==> src/rtl/cet_pkg.sv <==
// ----------------------------------------------------------------------------
// Countdown entry table package
// Request and response types, operation and status codes, controller state
// and the command and status groups between controller and datapath.
// ----------------------------------------------------------------------------
`default_nettype none

package cet_pkg;

	// Operation codes carried in a request.
	typedef enum logic [1:0] {
		OP_INSERT  = 2'd0,
		OP_ADVANCE = 2'd1,
		OP_REMOVE  = 2'd2,
		OP_SORT    = 2'd3
	} cet_op_t;

	// Completion codes carried in a response.
	typedef enum logic [1:0] {
		ST_DONE      = 2'd0,
		ST_FULL      = 2'd1,
		ST_BAD_INDEX = 2'd2
	} cet_status_t;

	// One request on the command channel.
	typedef struct packed {
		cet_op_t            cmd;
		logic signed [15:0] amount;
		logic [15:0]        visitor_tag;
		logic [5:0]         index;
	} cet_cmd_t;

	// One response on the result channel.
	typedef struct packed {
		cet_status_t        status;
		logic [6:0]         entry_count;
		logic [15:0]        removed_tag;
		logic               head_valid;
		logic signed [15:0] head_duration;
		logic [15:0]        head_tag;
	} cet_rsp_t;

	// Controller states.
	typedef enum logic [3:0] {
		S_IDLE,
		S_DISP,
		S_ADV,
		S_RMV,
		S_SRT_START,
		S_SRT_SCAN,
		S_SRT_PUT,
		S_SRT_SWAP,
		S_FIN
	} cet_state_t;

	// Commands from the controller to the datapath.
	typedef struct packed {
		logic load;
		logic ins;
		logic set_full;
		logic set_bad;
		logic scan_start;
		logic scan;
		logic rm_done;
		logic put_best;
		logic put_base;
		logic finish;
	} cet_ctl_t;

	// Status from the datapath to the controller.
	typedef struct packed {
		cet_op_t op;
		logic    full;
		logic    bad_index;
		logic    scan_done;
		logic    pass_done;
		logic    rsp_free;
	} cet_stat_t;

endpackage

`default_nettype wire

==> src/rtl/cet_ram.sv <==
// ----------------------------------------------------------------------------
// Countdown entry table RAM
// Generic memory with one write port and one registered read port.
// ----------------------------------------------------------------------------
`default_nettype none

module cet_ram #(
	parameter int WIDTH = 32,
	parameter int DEPTH = 16
) (
	input  wire logic                     clk,
	input  wire logic                     wr_en,
	input  wire logic [$clog2(DEPTH)-1:0] wr_addr,
	input  wire logic [WIDTH-1:0]         wr_data,
	input  wire logic                     rd_en,
	input  wire logic [$clog2(DEPTH)-1:0] rd_addr,
	output logic      [WIDTH-1:0]         rd_data
);

	logic [WIDTH-1:0] mem_q [DEPTH];

	// Write port.
	always_ff @(posedge clk) begin
		if (wr_en) begin
			mem_q[wr_addr] <= wr_data;
		end
	end

	// Registered read port.
	always_ff @(posedge clk) begin
		if (rd_en) begin
			rd_data <= mem_q[rd_addr];
		end
	end

endmodule

`default_nettype wire

==> src/rtl/cet_ctrl.sv <==
// ----------------------------------------------------------------------------
// Countdown entry table controller
// Sequences insert, advance, remove and the passes of the selection sort.
// ----------------------------------------------------------------------------
`default_nettype none

module cet_ctrl
	import cet_pkg::*;
(
	input  wire logic      clk,
	input  wire logic      arst_n,
	input  wire logic      cmd_valid,
	input  wire cet_stat_t stat,
	output cet_ctl_t       ctl,
	output logic           busy
);

	cet_state_t state_q;
	cet_state_t state_next;

	// State register.
	always_ff @(posedge clk or negedge arst_n) begin
		if (!arst_n) begin
			state_q <= S_IDLE;
		end else begin
			state_q <= state_next;
		end
	end

	// Next state and commands.
	always_comb begin
		state_next = state_q;
		ctl        = '0;
		unique case (state_q)
			S_IDLE: begin
				if (cmd_valid) begin
					ctl.load   = 1'b1;
					state_next = S_DISP;
				end
			end
			S_DISP: begin
				unique case (stat.op)
					OP_INSERT: begin
						if (stat.full) begin
							ctl.set_full = 1'b1;
						end else begin
							ctl.ins = 1'b1;
						end
						state_next = S_FIN;
					end
					OP_ADVANCE: begin
						ctl.scan_start = 1'b1;
						state_next     = S_ADV;
					end
					OP_REMOVE: begin
						if (stat.bad_index) begin
							ctl.set_bad = 1'b1;
							state_next  = S_FIN;
						end else begin
							ctl.scan_start = 1'b1;
							state_next     = S_RMV;
						end
					end
					OP_SORT: begin
						state_next = S_SRT_START;
					end
				endcase
			end
			S_ADV: begin
				ctl.scan = 1'b1;
				if (stat.scan_done) begin
					state_next = S_FIN;
				end
			end
			S_RMV: begin
				ctl.scan = 1'b1;
				if (stat.scan_done) begin
					ctl.rm_done = 1'b1;
					state_next  = S_FIN;
				end
			end
			S_SRT_START: begin
				if (stat.pass_done) begin
					state_next = S_FIN;
				end else begin
					ctl.scan_start = 1'b1;
					state_next     = S_SRT_SCAN;
				end
			end
			S_SRT_SCAN: begin
				ctl.scan = 1'b1;
				if (stat.scan_done) begin
					state_next = S_SRT_PUT;
				end
			end
			S_SRT_PUT: begin
				ctl.put_best = 1'b1;
				state_next   = S_SRT_SWAP;
			end
			S_SRT_SWAP: begin
				ctl.put_base = 1'b1;
				state_next   = S_SRT_START;
			end
			S_FIN: begin
				if (stat.rsp_free) begin
					ctl.finish = 1'b1;
					state_next = S_IDLE;
				end
			end
			default: begin
				state_next = S_IDLE;
			end
		endcase
	end

	// A new request is taken only between operations.
	assign busy = (state_q != S_IDLE);

endmodule

`default_nettype wire

==> src/rtl/cet_datapath.sv <==
// ----------------------------------------------------------------------------
// Countdown entry table datapath
// Entry memory, count, scan pointer, sort bookkeeping, head copy and the
// response register.
// ----------------------------------------------------------------------------
`default_nettype none

module cet_datapath
	import cet_pkg::*;
#(
	parameter int TABLE_DEPTH   = 16,
	parameter int DURATION_BITS = 16,
	parameter int TAG_BITS      = 16
) (
	input  wire logic     clk,
	input  wire logic     arst_n,
	input  wire cet_ctl_t ctl,
	output cet_stat_t     stat,
	input  wire cet_cmd_t cmd_request,
	output logic          rsp_valid,
	input  wire logic     rsp_stall,
	output cet_rsp_t      rsp_request
);

	localparam int AW = $clog2(TABLE_DEPTH);
	localparam int CW = $clog2(TABLE_DEPTH + 1);
	localparam int DW = DURATION_BITS;
	localparam int TW = TAG_BITS;
	localparam int RW = DW + TW;
	localparam int EW = ((DW > 16) ? DW : 16) + 1;

	localparam logic signed [EW-1:0] DUR_MAX  = EW'((64'sd1 <<< (DW - 1)) - 64'sd1);
	localparam logic signed [EW-1:0] DUR_MIN  = ~DUR_MAX;
	localparam logic signed [EW-1:0] HEAD_MAX = EW'(32767);
	localparam logic signed [EW-1:0] HEAD_MIN = ~HEAD_MAX;

	// Clamps a wide signed value to the stored duration range.
	function automatic logic [DW-1:0] sat_dur(input logic signed [EW-1:0] v);
		logic signed [EW-1:0] c;
		if (v > DUR_MAX) begin
			c = DUR_MAX;
		end else if (v < DUR_MIN) begin
			c = DUR_MIN;
		end else begin
			c = v;
		end
		return c[DW-1:0];
	endfunction

	cet_cmd_t           req_q;
	cet_status_t        status_q;
	logic [15:0]        removed_q;
	logic [CW-1:0]      count_q;
	logic [CW-1:0]      rd_ptr_q;
	logic [CW-1:0]      rd_start;
	logic               rd_hit;
	logic               rd_vld_s1;
	logic [AW-1:0]      rd_addr_s1;
	logic [RW-1:0]      rd_data;
	logic signed [DW-1:0] rd_dur;
	logic [TW-1:0]      rd_tag;
	logic [AW-1:0]      pass_q;
	logic [AW-1:0]      best_q;
	logic [RW-1:0]      best_ent_q;
	logic [RW-1:0]      base_ent_q;
	logic signed [DW-1:0] best_dur;
	logic [AW-1:0]      idx_a;
	logic               wr_en;
	logic [AW-1:0]      wr_addr;
	logic [RW-1:0]      wr_data;
	logic signed [DW-1:0] head_dur_q;
	logic [TW-1:0]      head_tag_q;
	logic signed [EW-1:0] head_ext;
	logic signed [EW-1:0] head_sat;
	logic               rsp_valid_q;
	cet_rsp_t           rsp_q;
	cet_rsp_t           rsp_next;

	assign rd_dur   = rd_data[RW-1:TW];
	assign rd_tag   = rd_data[TW-1:0];
	assign best_dur = best_ent_q[RW-1:TW];
	assign idx_a    = AW'(req_q.index);
	assign rd_hit   = (rd_ptr_q < count_q);

	// Scan start: remove begins at its index, sort at the current pass.
	always_comb begin
		if (req_q.cmd == OP_REMOVE) begin
			rd_start = CW'(req_q.index);
		end else if (req_q.cmd == OP_SORT) begin
			rd_start = CW'(pass_q);
		end else begin
			rd_start = '0;
		end
	end

	// Status back to the controller.
	always_comb begin
		stat.op        = req_q.cmd;
		stat.full      = (count_q == CW'(TABLE_DEPTH));
		stat.bad_index = ({1'b0, req_q.index} >= 7'(count_q));
		stat.scan_done = !rd_hit && !rd_vld_s1;
		stat.pass_done = ((CW + 1)'(pass_q) + (CW + 1)'(1)) >= (CW + 1)'(count_q);
		stat.rsp_free  = !rsp_valid_q || !rsp_stall;
	end

	// Write port selection.
	always_comb begin
		wr_en   = 1'b0;
		wr_addr = '0;
		wr_data = '0;
		priority if (ctl.ins) begin
			wr_en   = 1'b1;
			wr_addr = count_q[AW-1:0];
			wr_data = {sat_dur(EW'(req_q.amount)), TW'(req_q.visitor_tag)};
		end else if (ctl.scan && rd_vld_s1 && (req_q.cmd == OP_ADVANCE)) begin
			wr_en   = 1'b1;
			wr_addr = rd_addr_s1;
			wr_data = {sat_dur(EW'(rd_dur) - EW'(req_q.amount)), rd_tag};
		end else if (ctl.scan && rd_vld_s1 && (req_q.cmd == OP_REMOVE) &&
				(rd_addr_s1 != idx_a)) begin
			// Later entries move down by one position.
			wr_en   = 1'b1;
			wr_addr = rd_addr_s1 - AW'(1);
			wr_data = rd_data;
		end else if (ctl.put_best) begin
			wr_en   = 1'b1;
			wr_addr = pass_q;
			wr_data = best_ent_q;
		end else if (ctl.put_base) begin
			wr_en   = 1'b1;
			wr_addr = best_q;
			wr_data = base_ent_q;
		end else begin
			wr_en = 1'b0;
		end
	end

	cet_ram #(
		.WIDTH(RW),
		.DEPTH(TABLE_DEPTH)
	) u_cet_ram (
		.clk    (clk),
		.wr_en  (wr_en),
		.wr_addr(wr_addr),
		.wr_data(wr_data),
		.rd_en  (ctl.scan && rd_hit),
		.rd_addr(rd_ptr_q[AW-1:0]),
		.rd_data(rd_data)
	);

	// Control registers.
	always_ff @(posedge clk or negedge arst_n) begin
		if (!arst_n) begin
			count_q     <= '0;
			rd_vld_s1   <= 1'b0;
			rsp_valid_q <= 1'b0;
		end else begin
			if (ctl.ins) begin
				count_q <= count_q + CW'(1);
			end else if (ctl.rm_done) begin
				count_q <= count_q - CW'(1);
			end
			rd_vld_s1 <= ctl.scan && rd_hit;
			if (ctl.finish) begin
				rsp_valid_q <= 1'b1;
			end else if (!rsp_stall) begin
				rsp_valid_q <= 1'b0;
			end
		end
	end

	// Request, scan and sort bookkeeping.
	always_ff @(posedge clk) begin
		if (ctl.load) begin
			req_q     <= cmd_request;
			status_q  <= ST_DONE;
			removed_q <= '0;
			pass_q    <= '0;
		end
		if (ctl.set_full) begin
			status_q <= ST_FULL;
		end
		if (ctl.set_bad) begin
			status_q <= ST_BAD_INDEX;
		end
		if (ctl.scan_start) begin
			rd_ptr_q <= rd_start;
		end else if (ctl.scan && rd_hit) begin
			rd_ptr_q <= rd_ptr_q + CW'(1);
		end
		rd_addr_s1 <= rd_ptr_q[AW-1:0];
		if (ctl.scan && rd_vld_s1) begin
			if ((req_q.cmd == OP_REMOVE) && (rd_addr_s1 == idx_a)) begin
				removed_q <= 16'(rd_tag);
			end
			// The first strict minimum of the remaining entries wins.
			if (req_q.cmd == OP_SORT) begin
				if (rd_addr_s1 == pass_q) begin
					base_ent_q <= rd_data;
					best_ent_q <= rd_data;
					best_q     <= pass_q;
				end else if (rd_dur < best_dur) begin
					best_ent_q <= rd_data;
					best_q     <= rd_addr_s1;
				end
			end
		end
		if (ctl.put_base) begin
			pass_q <= pass_q + AW'(1);
		end
		// Keep a copy of position zero for the response.
		if (wr_en && (wr_addr == '0)) begin
			head_dur_q <= wr_data[RW-1:TW];
			head_tag_q <= wr_data[TW-1:0];
		end
		if (ctl.finish) begin
			rsp_q <= rsp_next;
		end
	end

	// Response assembly with the head duration clamped to sixteen bits.
	assign head_ext = EW'(head_dur_q);

	always_comb begin
		if (head_ext > HEAD_MAX) begin
			head_sat = HEAD_MAX;
		end else if (head_ext < HEAD_MIN) begin
			head_sat = HEAD_MIN;
		end else begin
			head_sat = head_ext;
		end
		rsp_next.status      = status_q;
		rsp_next.entry_count = 7'(count_q);
		rsp_next.removed_tag = removed_q;
		rsp_next.head_valid  = (count_q != '0);
		if (count_q != '0) begin
			rsp_next.head_duration = head_sat[15:0];
			rsp_next.head_tag      = 16'(head_tag_q);
		end else begin
			rsp_next.head_duration = '0;
			rsp_next.head_tag      = '0;
		end
	end

	assign rsp_valid   = rsp_valid_q;
	assign rsp_request = rsp_q;

endmodule

`default_nettype wire

==> src/rtl/countdown_entry_table.sv <==
// ----------------------------------------------------------------------------
// Countdown entry table
// Table of entries with a signed remaining duration and a tag; supports
// insert, advance, remove at index and selection sort by duration.
// ----------------------------------------------------------------------------
// One request is worked on at a time, and every request gives one response
// with the status, the entry count and the entry at position zero. Advance,
// remove and sort walk the entries through the single read port of the entry
// memory, one entry per cycle. A new request may be accepted while the
// previous response still waits to be taken.
`default_nettype none

module countdown_entry_table
	import cet_pkg::*;
#(
	parameter int TABLE_DEPTH   = 16,
	parameter int DURATION_BITS = 16,
	parameter int TAG_BITS      = 16
) (
	input  wire logic     clk,
	input  wire logic     arst_n,
	input  wire logic     cmd_valid,
	output logic          cmd_stall,
	input  wire cet_cmd_t cmd_request,
	output logic          rsp_valid,
	input  wire logic     rsp_stall,
	output cet_rsp_t      rsp_request
);

	cet_ctl_t  ctl;
	cet_stat_t stat;

	// Operation sequencer.
	cet_ctrl u_cet_ctrl (
		.clk      (clk),
		.arst_n   (arst_n),
		.cmd_valid(cmd_valid),
		.stat     (stat),
		.ctl      (ctl),
		.busy     (cmd_stall)
	);

	// Entry storage and arithmetic.
	cet_datapath #(
		.TABLE_DEPTH  (TABLE_DEPTH),
		.DURATION_BITS(DURATION_BITS),
		.TAG_BITS     (TAG_BITS)
	) u_cet_datapath (
		.clk        (clk),
		.arst_n     (arst_n),
		.ctl        (ctl),
		.stat       (stat),
		.cmd_request(cmd_request),
		.rsp_valid  (rsp_valid),
		.rsp_stall  (rsp_stall),
		.rsp_request(rsp_request)
	);

endmodule

`default_nettype wire

==> config.mk <==
export PLATFORM = sky130hd
export DESIGN_NAME = countdown_entry_table
export DESIGN_NICKNAME = d
export VERILOG_FILES = /design/src/rtl/cet_pkg.sv /design/src/rtl/cet_ram.sv /design/src/rtl/cet_ctrl.sv /design/src/rtl/cet_datapath.sv /design/src/rtl/countdown_entry_table.sv
export SDC_FILE = /design/constraint.sdc
export NUM_CORES = 1
export LEC_CHECK = 0
export ABC_AREA = 0
export ABC_CLOCK_PERIOD_IN_PS = 5900
export BUFFER_PORTS_ARGS = -buffer_cell sky130_fd_sc_hd__buf_4
export CAP_MARGIN = 20
export CORE_MARGIN = 2
export CORE_UTILIZATION = 56
export DETAILED_ROUTE_END_ITERATION = 8
export PLACE_DENSITY = 0.8
export RECOVER_POWER = 25
export SLEW_MARGIN = 40
export SYNTH_ARGS = -nofsm -noshare
export SYNTH_HDL_FRONTEND = slang
export SYNTH_HIERARCHICAL = 1
export SYNTH_SLANG_ARGS = --single-unit
==> constraint.sdc <==
create_clock -name clk -period 5.9 [get_ports clk]
set_clock_uncertainty 0.1 [all_clocks]
set_input_delay 1.475 -clock clk [delete_from_list [all_inputs] [get_ports clk]]
set_output_delay 1.475 -clock clk [all_outputs]
set_load 0.05 [all_outputs]
---- Word level (Yosys, flattened, before mapping) ----
Memories as Yosys holds them, arrays and structs flattened. A register that Yosys moved wholly into a read port is not among the register bits.
Index checks and enable logic that the tools add are counted.
storage, ports and cells
  bits in registers ....................... 238
  memory bits (writable) .................. 512
  input port bits ......................... 44
  output and inout bits ................... 60
  logic and storage cells ................. 162
  memories kept ........................... 1
memory list
  memory                          words  bits a word  read ports  clocked after Yosys merged registers in  wr ports  line           text
  u_cet_datapath.u_cet_ram.mem_q  16     32           1           1                                        1         cet_ram.sv:20  logic [WIDTH-1:0] mem_q [DEPTH];
cells by class
  add/sub/neg operators ................... 7
  order comparisons ....................... 10
  equal/unequal tests ..................... 20
  mux-type cells .......................... 69
  bitwise logic cells ..................... 1
  reduce and logical (&&, ||, !) cells .... 29
operators by type and width
  operator                                              count
  two-way mux 32 bit                                    7
  two-way mux 16 bit                                    8
  two-way mux 4 bit                                     16
  > comparator 16 bit, second input constant            2
  < comparator 16 bit, second input constant            2
  case mux 4 bit (8 select lines)                       1
  two-way mux 5 bit                                     5
  two-way mux 1 bit                                     24
  > comparator 17 x 16 -> 1 bit, second input constant  1
  < comparator 17 x 16 -> 1 bit, second input constant  1
  subtractor 16 x 16 -> 17 bit                          1
  == test 4 x 3 -> 1 bit, second input constant         4
  < comparator 16 bit                                   1
  case mux 4 bit (4 select lines)                       1
  two-way mux 15 bit                                    1
  greater-or-equal comparator 6 x 5 -> 1 bit            2
  adder 5 x 1 -> 5 bit, second input constant           2
  nonzero test 2 bit                                    5
  == test 4 x 2 -> 1 bit, second input constant         2
  == test 4 bit                                         2
  logical AND 1 bit                                     8
  zero test 4 bit                                       2
  two-way mux 2 bit                                     3
  inequality test 2 bit, second input constant          3
  other kinds (24)                                      32

---- Longest topological paths before layout ----
Gate-level depths: netlist of the first run.
  depth in word-level cells ............... 11
  mapped depth ............................ 14
  gate-level depth less buffers ........... 13

---- Modules after synthesis ----
The synthesis of the first run kept the hierarchy.
by module, submodules not included
  module        instances  cells an instance  area an instance (um2)  sequential area each (um2)
  cet_ram       1          838                20,155.6                16,335.7
  cet_datapath  1          863                10,684.0                6,771.5
  cet_ctrl      1          63                 544.3                   100.1

---- Worst setup path before layout of the first run ----
OpenSTA, ideal clock, no wires.
  path kind ............................... register to register
  start ................................... register u_cet_ctrl.state_q[1]
  end ..................................... register u_cet_datapath.head_dur_q[0] (enable)
  arrival time ............................ 5.315 ns
  required time ........................... 5.299 ns
  path slack .............................. -0.016 ns
  cell stages (with the launch flop) ...... 12
  period minus slack after synthesis ...... 5.916 ns
  cells stage by stage .................... dfrtp_1 > buf_6 > inv_4 > mux2_4 > nor2_1 > nand4b_1 > a41oi_2 > buf_2 > a211oi_1 > a211oi_1 > a21oi_1 > nor4_1
RTL lines
  item                    line                 text
  from (decl)             cet_ctrl.sv:18       cet_state_t state_q;
  from (signal assigned)  cet_ctrl.sv:26       state_q <= state_next;
  to (signal assigned)    cet_datapath.sv:213  head_dur_q <= wr_data[RW-1:TW];
  to (decl)               cet_datapath.sv:71   logic signed [DW-1:0] head_dur_q;

==> results.toml, run 1 <==
[sta]
period_needed_ps = 5220
worst_pin_slew_ps = 3140
layout_setup_ws_ps = 683
maxSlewHeadroom_pct = -110
finalHoldViolCount = 0
fin_tns_setup_ps = 0
fmax_ghz = 0.192
post-route-period-util_pct = 88.4
rsz0062_at_grt = "no"
final-setup-viol-count = 0
slew_violations = 169

[logic_synthesis]
async_flop_share_pct = 1.41
ys_seq_elements = 782
synth.avg_cell_area_um2 = 17.8
seq_area_frac_synth_pct = 73.9
synth_warnings = 6
synth-edff-count = 749
synth_cell_types = 82
synth_area_um2 = 31400
syn-instance-count = 1764
dominantRegCellSynth = "edfxtp_1"

[floorplan]
dieArea_um2 = 58000
fp.dieH_um = 241
row_count = 86
start_util_pct = 56.9
core_area_um2 = 55200
dieWidth_um = 241
io_pins = 104

[clock_tree]
ctsHoldBuffers = 0
postCtsResizedCells = 0
post_cts_buffers = 0
htreeDepth = 3
cts_sinks = 782
clk_root_buffer_cell = "clkbuf_16"
ctsLongestPathBuffers = 3
cts_buffers = 76
cts_tree = "done"
clk_pin_slew_ps = 70
insertion_delay_ps = 620

[power]
leakage_nw = 12.1
p_int_mw = 11.7
p_comb_share_pct = 28.1
netSwitchingPower_mw = 5.44
power_density_nw_per_um2 = 480
ir_drop_v = 0.000349
clkPwrFrac_pct = 28.4
sequentialPowerShare_pct = 43.5
switching_share_pct = 31.8

[drt]
drtPass1Iterations = 6
ant_nets = 0
drc = 0
via_per_inst = 6.24
vias = 17100
wirelength_um = 71500
drtIter0Drc = 2119
wl_per_cell_um = 26.1

[placed_design]
place_congestion = 0.955
pre_cts_ws_ps = 940
dp_hpwl_um = 44400
port_buffers = 101

[setup_path]
crit_slowest_cell = "a21oi_1"
crit_arrival_ps = 5420
critPathMaxFanout = 21
path_common_cell = "buf_4"
slowest_delay_ps = 610
start_kind = "register"
crit_chain = "nand2b_1 > mux2_1 > nor2_1 > nand4b_1 > a41oi_2 > buf_4 > nand3b_1 > o21ai_0 > a221oi_1 > a21oi_1 > nand3_1 > nor2_4 > buf_4"
end_kind = "register"
cp_data_required_time_ps = 6100
criticalPathCategory = "register to register"

[global_route]
grt_overflow_total = 0
grt_usage_pct = 25.2
grt_pass1_vias = 17000
grt_pass1_wl_um = 106000
grt_max_degree = 69
antenna_found_initial = 0

[final_layout]
syn_to_final_growth_pct = 13.8
layout.nets = 2028
layout_commonest_cell = "edfxtp_1"
drive_gt1_share_pct = 20.3
diodes = 0
finish.utilization_pct = 64.7
final_cell_mix = "edfxtp_1, mux4_2, nand2_1"

[status]
outcome = "finished with violations"
violations = "max-capacitance violations, max-slew violations"

[flow_run]
maxCapViolCount = 4

[worst_hold_path]
hold_class = "register to register"
[path summary, 6_finish.rpt]
path	startpoint	slack, ps	endpoint	depth (start not counted)
setup / recovery	u_cet_ctrl/state_q[1]	680	u_cet_datapath/u_cet_ram/mem_q[14][29]	13
hold / removal	u_cet_datapath/removed_q[7]	330	u_cet_datapath/rsp_request[40]	0
setup reg to reg	u_cet_ctrl/state_q[1]	680	u_cet_datapath/u_cet_ram/mem_q[14][29]	13
hold reg to reg	u_cet_datapath/removed_q[7]	330	u_cet_datapath/rsp_request[40]	0
max in group asynchronous	arst_n	4410	u_cet_datapath/rsp_valid	1
min in group asynchronous	arst_n	800	u_cet_ctrl/state_q[1]	1
[sequential cells by signal, summed over array words and instances, names as in the netlist, 2 cells and up]
name,cells
u_cet_ctrl/state_q,4
u_cet_datapath/base_ent_q,32
u_cet_datapath/best_ent_q,32
u_cet_datapath/best_q,4
u_cet_datapath/count_q,5
u_cet_datapath/head_dur_q,16
u_cet_datapath/head_tag_q,16
u_cet_datapath/idx_a,4
u_cet_datapath/pass_q,4
u_cet_datapath/rd_addr_s1,4
u_cet_datapath/rd_ptr_q,5
u_cet_datapath/removed_q,16
u_cet_datapath/req_q,34
u_cet_datapath/rsp_request,56
u_cet_datapath/stat,2
u_cet_datapath/status_q,2
u_cet_datapath/u_cet_ram/mem_q,512
u_cet_datapath/u_cet_ram/rd_data,32
[cell usage after synthesis, types with 18 or more instances]
cell type	n	area share [%]
inv_1	49	0.59
ha_1	56	2.2
nand2_1	127	1.5
a22oi_1	84	2.0
edfxtp_1	749	72
nor2_1	66	0.79
o21ai_0	72	1.1
mux4_2	128	9.2
a221oi_1	18	0.50
dfxtp_1	22	1.4
xnor2_1	18	0.50
a21oi_1	47	0.75
nor2b_1	41	0.82
clkbuf_1	53	0.63
[power by group through the flow]
stage | combinational, mW | clock (mW) | sequential, mW
after floorplan | 3.18 | 0 | 7.52
after global placement | 4.57 | 0 | 7.52
after detailed placement | 4.75 | 0 | 7.55
after CTS | 4.80 | 4.93 | 7.44
after global routing | 5.17 | 5.12 | 7.50
final | 4.81 | 4.87 | 7.46
[per-stage QoR]
step | power [mW] | hold WS (ps) | cells | cell area, um^2
3_5_place_dp | 12.3 | 320 | 2591 | 33400
2_1_floorplan | 10.7 | 308 | 1765 | 31400
5_1_grt | 17.8 | 345 | 2738 | 35700
3_3_place_gp | 12.1 | 320 | 2589 | 33300
6_report | 17.1 | 332 | 2738 | 35700
4_1_cts | 17.2 | 337 | 2733 | 35900
[logic make-up (layout without fill, tap and decap cells)]
| logic type | Yosys count | after routing | share of synthesized area (%) |
|---|---|---|---|
| AND/OR/NAND/NOR | 318 | 318 | 4.93 |
| multiplexers | 137 | 137 | 9.50 |
| XOR/XNOR | 30 | 30 | 0.837 |
| flip-flops | 782 | 782 | 73.9 |
| buffers and inverters | 144 | 369 | 2.02 |
| other | 1 | 2 | 0.0119 |
| AO/OA/AOI/OAI | 294 | 294 | 6.40 |
| adder cells (fa/ha/maj) | 58 | 58 | 2.36 |
[worst max-delay path, delay by kind of cell, from the launching register on]
kind | cells | cell delay [ps]
buffers and inverters | 2 | 680
AO/OA/AOI/OAI | 4 | 1200
flip-flops | 1 | 540
AND/OR/NAND/NOR | 6 | 2020
multiplexers | 1 | 340
[metal layers]
layer | global-route usage [%] | wire [um] | vias up
met4 | 8.90 | 2090 | 0
met1 | 34.1 | 27300 | 8670
met5 | 0 | 0 | -
met3 | 6.47 | 7360 | 138
met2 | 40.1 | 34700 | 942
li1 | - | - | 7338
[final cells by class]
class | instances | area [um^2]
sequential | 782 | 23200
inverter | 51 | 194
fill | 3583 | 19500
clock inverter | 47 | 452
tap | 748 | 936
multi-input combinational | 839 | 7710
timing repair buffer | 176 | 1170
clock buffer | 95 | 2060
Power figures use the tool's default switching activity.
==> inputs of run 2 (changes only) <==
Settings changed: RECOVER_POWER 25 to not set.
==> run 2 against run 1 <==
The run now ends clean. Core utilization up 0.48 points. Critical path depth is the same. First-iteration DRC count rose by 3.8%. Sequential share of layout area fell by 0.47 points. Hold slack barely moved. Non-clock buffer count unchanged. Sequential power about the same. Critical path type unchanged. Highest routed layer unchanged.
==> results.toml, run 2 (synthesis gave the netlist of run 1 again) <==
[global_route]
grt_pass1_wl_um = 106000
grt_pass1_vias = 17000
grt_overflow_total = 0
grt_usage_pct = 25.2
grt_max_degree = 69
antenna_found_initial = 0

[drt]
wirelength_um = 71500
via_per_inst = 6.28
drc = 0
ant_nets = 0
vias = 17200
wl_per_cell_um = 26.1
drtIter0Drc = 2199
drtPass1Iterations = 6

[setup_path]
rr_endpoint = "u_cet_datapath/u_cet_ram/mem_q[14][29]"
path_common_cell = "buf_4"
start_kind = "register"
crit_chain = "nand2b_1 > mux2_4 > nor2_1 > nand4b_1 > a41oi_2 > buf_4 > nand3b_1 > o21ai_0 > a221oi_1 > a21oi_1 > nand3_1 > nor2_4 > buf_4"
crit_slowest_cell = "nor2_4"
worst_r2r_startpoint = "u_cet_ctrl/state_q[1]"
worst-r2r-cell-count = 13
critPathMaxFanout = 21
end_kind = "register"
cp_data_required_time_ps = 6100
crit_arrival_ps = 5400
slowest_delay_ps = 610
criticalPathCategory = "register to register"
r2r_setup_slack_ps = 700

[status]
outcome = "complete, no violations"

[placed_design]
dp_hpwl_um = 44400
place_congestion = 0.955
port_buffers = 101

[worst_hold_path]
hp-start = "u_cet_datapath/removed_q[7]"
hold_path_end = "u_cet_datapath/rsp_request[40]"
hold_class = "register to register"
worstHoldPathCells = 0

[final_layout]
final_cell_mix = "edfxtp_1, buf_4, mux4_2"
layout_commonest_cell = "edfxtp_1"
fill_cells = 3508
largest_reg_flops = 512
multiInputGateArea_um2 = 7730
top_register = "u_cet_datapath/u_cet_ram/mem_q"
drive_gt1_share_pct = 23.7
syn_to_final_growth_pct = 14.7
diodes = 0
seq_area_um2 = 23200
layout.nets = 2028

[floorplan]
io_pins = 104
dieWidth_um = 241
core_area_um2 = 55200
dieArea_um2 = 58000
row_count = 86
start_util_pct = 56.9
fp.dieH_um = 241

[clock_tree]
ctsLongestPathBuffers = 3
cts_buffers = 76
htreeDepth = 3
clk_pin_slew_ps = 60
insertion_delay_ps = 620
ctsHoldBuffers = 0
cts_sinks = 782
postCtsResizedCells = 0
post_cts_buffers = 0
clk_root_buffer_cell = "clkbuf_16"
cts_tree = "done"

[sta]
maxSlewHeadroom_pct = 44.1
worst_pin_slew_ps = 835
period_needed_ps = 5200
fmax_ghz = 0.192
fin_tns_setup_ps = 0
final-setup-viol-count = 0
finalHoldViolCount = 0
holdWs_ps = 332
slew_violations = 0
rsz0062_at_grt = "no"
post-route-period-util_pct = 88.1

[power]
leakage_nw = 12.4
power_density_nw_per_um2 = 478
ir_drop_v = 0.000347
p_total_mw = 17.2

[flow_run]
maxCapViolCount = 0
-- run 2: cell types whose count changed in the layout (fill, tap and decap cells not counted) --
cell	previous run	this run
and3_1	6	5
clkbuf_4	40	1
o31ai_1	3	2
clkbuf_1	78	14
and3_4	0	1
buf_4	64	167
and2_0	4	0
mux2_4	0	1
mux2_1	2	1
and2_1	5	9
o31ai_4	0	1
-- run 2: final cells by class --
cell class / instances / area share (%)
inverter: 51 / 0.539
multi-input combinational: 839 / 21.5
sequential: 782 / 64.5
tap: 748 / 2.60
clock buffer: 95 / 5.72
clock inverter: 47 / 1.25
timing repair buffer: 176 / 3.93
-- run 2: worst max-delay path by stage --
stage	startpoint	to	slack, ps
final	u_cet_ctrl/state_q[1]	u_cet_datapath/u_cet_ram/mem_q[14][29]	700
after CTS	u_cet_ctrl/state_q[1]	u_cet_datapath/u_cet_ram/mem_q[14][29]	750
after floorplan	u_cet_ctrl/state_q[1]	u_cet_datapath/u_cet_ram/mem_q[0][0]	610
after global routing	u_cet_ctrl/state_q[1]	u_cet_datapath/u_cet_ram/mem_q[14][29]	440
after detailed placement	u_cet_ctrl/state_q[1]	u_cet_datapath/u_cet_ram/mem_q[14][21]	940
after global placement	u_cet_ctrl/state_q[1]	u_cet_datapath/u_cet_ram/mem_q[7][26]	1200
-- run 2: metal layers --
| metal | global-route usage (%) | share of wire [%] | wire length [um] |
|---|---|---|---|
| met5 | 0 | 0 | 0 |
| met4 | 8.90 | 2.8 | 2040 |
| met3 | 6.47 | 10 | 7460 |
| met2 | 40.1 | 48 | 34700 |
| met1 | 34.1 | 38 | 27400 |
-- run 2: report_power, final --
part	internal, mW	total [mW]	switching [mW]
combinational	1.85	4.87	3.02
clock	2.81	4.87	2.06
sequential	7.07	7.45	0.379
total	11.7	17.2	5.46
-- run 2: stage by stage --
step           setup slack, ps  utilization [%]  instance area [um^2]  cells
2_1_floorplan              612                -                 31400   1765
3_3_place_gp              1200             60.4                 33300   2589
3_5_place_dp               940             60.5                 33400   2591
4_1_cts                    753             65.1                 35900   2733
5_1_grt                    441             65.2                 36000   2738
6_report                   703             65.2                 36000   2738
-- run 2: worst max-delay path, delay by kind of cell, from the launching register on --
kind | cells | cell delay, ps
compound gates | 4 | 1190
mux | 1 | 300
flops | 1 | 540
buf+inv | 2 | 680
simple gates | 6 | 2060
==> inputs of run 3 (changes only) <==
Settings changed: REMOVE_ABC_BUFFERS set to 1.
==> run 3 against run 2 <==
Sequential cell count did not move. Clock power is 2% lower. Register-to-register slack better by 190 ps. Via count grew 2.4%. First-iteration DRC count fell by 1.9%. Largest cell class unchanged.
==> results.toml, run 3 (synthesis gave the netlist of run 1 again) <==
[final_layout]
fill_cells = 3485
diodes = 0
drive_gt1_share_pct = 23.6
largest_reg_flops = 512
seq_area_um2 = 23200
top_register = "u_cet_datapath/u_cet_ram/mem_q"
syn_to_final_growth_pct = 14.5
multiInputGateArea_um2 = 7740
fin_area_um2 = 35900
layout_commonest_cell = "edfxtp_1"
layout.nets = 2027
finish.utilization_pct = 65.1
final_cell_mix = "edfxtp_1, buf_4, mux4_2"

[drt]
via_per_inst = 6.44
drc = 0
wl_per_cell_um = 27.8
drtPass1Iterations = 6
vias = 17600
drtIter0Drc = 2157
wirelength_um = 76100
ant_nets = 0

[setup_path]
r2r_setup_slack_ps = 900
start_kind = "register"
crit_arrival_ps = 5210
crit_end = "u_cet_datapath/u_cet_ram/mem_q[15][19]"
crit_slowest_cell = "nor2_4"
cp_top_family = "simple AND/OR/NAND/NOR gates"
critPathMaxFanout = 20
path_common_cell = "a211oi_1"
path_buf_inv = 1
cp.depth = 11
criticalPathCategory = "register to register"
slowest_delay_ps = 670
crit_chain = "nand2b_1 > mux2_4 > nor2_1 > nand4b_1 > a41o_1 > a211oi_1 > a211oi_1 > a21oi_1 > nand2_1 > nor2_4 > buf_12"
worst_r2r_startpoint = "u_cet_ctrl/state_q[1]"
end_kind = "register"
worst-r2r-cell-count = 11
startpoint = "u_cet_ctrl/state_q[1]"
cp_data_required_time_ps = 6110
rr_endpoint = "u_cet_datapath/u_cet_ram/mem_q[15][19]"

[placed_design]
place_congestion = 0.891
pre_cts_ws_ps = 1060
port_buffers = 101
dp_hpwl_um = 42400
placed_cell_area_um2 = 33400

[power]
netSwitchingPower_mw = 5.36
power_density_nw_per_um2 = 473
p_int_mw = 11.6
p_total_mw = 17.0
sequentialPowerShare_pct = 43.8
switching_share_pct = 31.5
clkPwrFrac_pct = 28.2
leakage_nw = 12.4
ir_drop_v = 0.000444
p_comb_share_pct = 28.0

[floorplan]
dieWidth_um = 241
core_area_um2 = 55200
dieArea_um2 = 58000
row_count = 86
fp.dieH_um = 241
io_pins = 104
start_util_pct = 56.9

[sta]
worst_pin_slew_ps = 880
period_needed_ps = 5000
finalHoldViolCount = 0
slew_violations = 0
rsz0062_at_grt = "no"
final-setup-viol-count = 0
post-route-period-util_pct = 84.8
fmax_ghz = 0.200
maxSlewHeadroom_pct = 41.0
layout_setup_ws_ps = 897

[worst_hold_path]
hold_class = "register to register"
worstHoldPathCells = 0

[clock_tree]
post_cts_buffers = 0
ctsLongestPathBuffers = 3
cts_buffers = 77
cts_tree = "done"
clk_root_buffer_cell = "clkbuf_16"
cts_sinks = 782
ctsHoldBuffers = 0
insertion_delay_ps = 620
postCtsResizedCells = 0
htreeDepth = 3
clk_pin_slew_ps = 60

[global_route]
grt_overflow_total = 0
grt_pass1_vias = 17700
grt_usage_pct = 26.7
grt_pass1_wl_um = 112000
antenna_found_initial = 0
grt_max_degree = 88

[flow_run]
maxCapViolCount = 0

[status]
outcome = "complete, no violations"
run 3: per-layer routing:
| metal | GRT usage [%] | up-vias | routed length [um] |
|---|---|---|---|
| li1 | - | 7330 | - |
| met2 | 42.6 | 1133 | 37100 |
| met1 | 36.8 | 8954 | 28900 |
| met5 | 0 | - | 0 |
| met4 | 10.8 | 0 | 2990 |
| met3 | 5.00 | 197 | 7090 |
run 3: layout make-up:
cell class / instances / area share, %
clock buffers: 104 / 6.01
well taps: 748 / 2.60
flip-flops and latches: 782 / 64.6
multi-input cells: 839 / 21.5
repair buffers: 174 / 3.93
inverters: 51 / 0.540
clock inverters: 35 / 0.832
run 3: per-stage QoR:
| step | std cells | hold slack (ps) | TNS, ps |
|---|---|---|---|
| after floorplan | 1672 | 308 | -330460 |
| after global placement | 2588 | 317 | 0 |
| after detailed placement | 2588 | 314 | 0 |
| after CTS | 2727 | 335 | 0 |
| after global routing | 2733 | 341 | 0 |
| final | 2733 | 335 | 0 |
run 3: worst min-delay path by stage:
| stage | endpoint | from | slack (ps) |
|---|---|---|---|
| finish | u_cet_datapath/rsp_request[33] | u_cet_datapath/removed_q[0] | 330 |
| global route | u_cet_datapath/rsp_request[34] | u_cet_datapath/removed_q[1] | 340 |
| CTS | u_cet_datapath/rsp_request[40] | u_cet_datapath/removed_q[7] | 330 |
| detailed placement | u_cet_datapath/rsp_request[34] | u_cet_datapath/removed_q[1] | 310 |
| global placement | u_cet_datapath/rsp_request[47] | u_cet_datapath/removed_q[14] | 320 |
| floorplan | u_cet_datapath/rsp_request[47] | u_cet_datapath/removed_q[14] | 310 |
run 3: power groups by stage:
stage                     combinational (mW)  clock, mW  sequential, mW
after floorplan                         2.97          0            7.88
after global placement                  4.48          0            7.53
after detailed placement                4.60          0            7.55
after CTS                               4.69       4.86            7.46
after global routing                    5.09       5.04            7.48
final                                   4.75       4.79            7.45
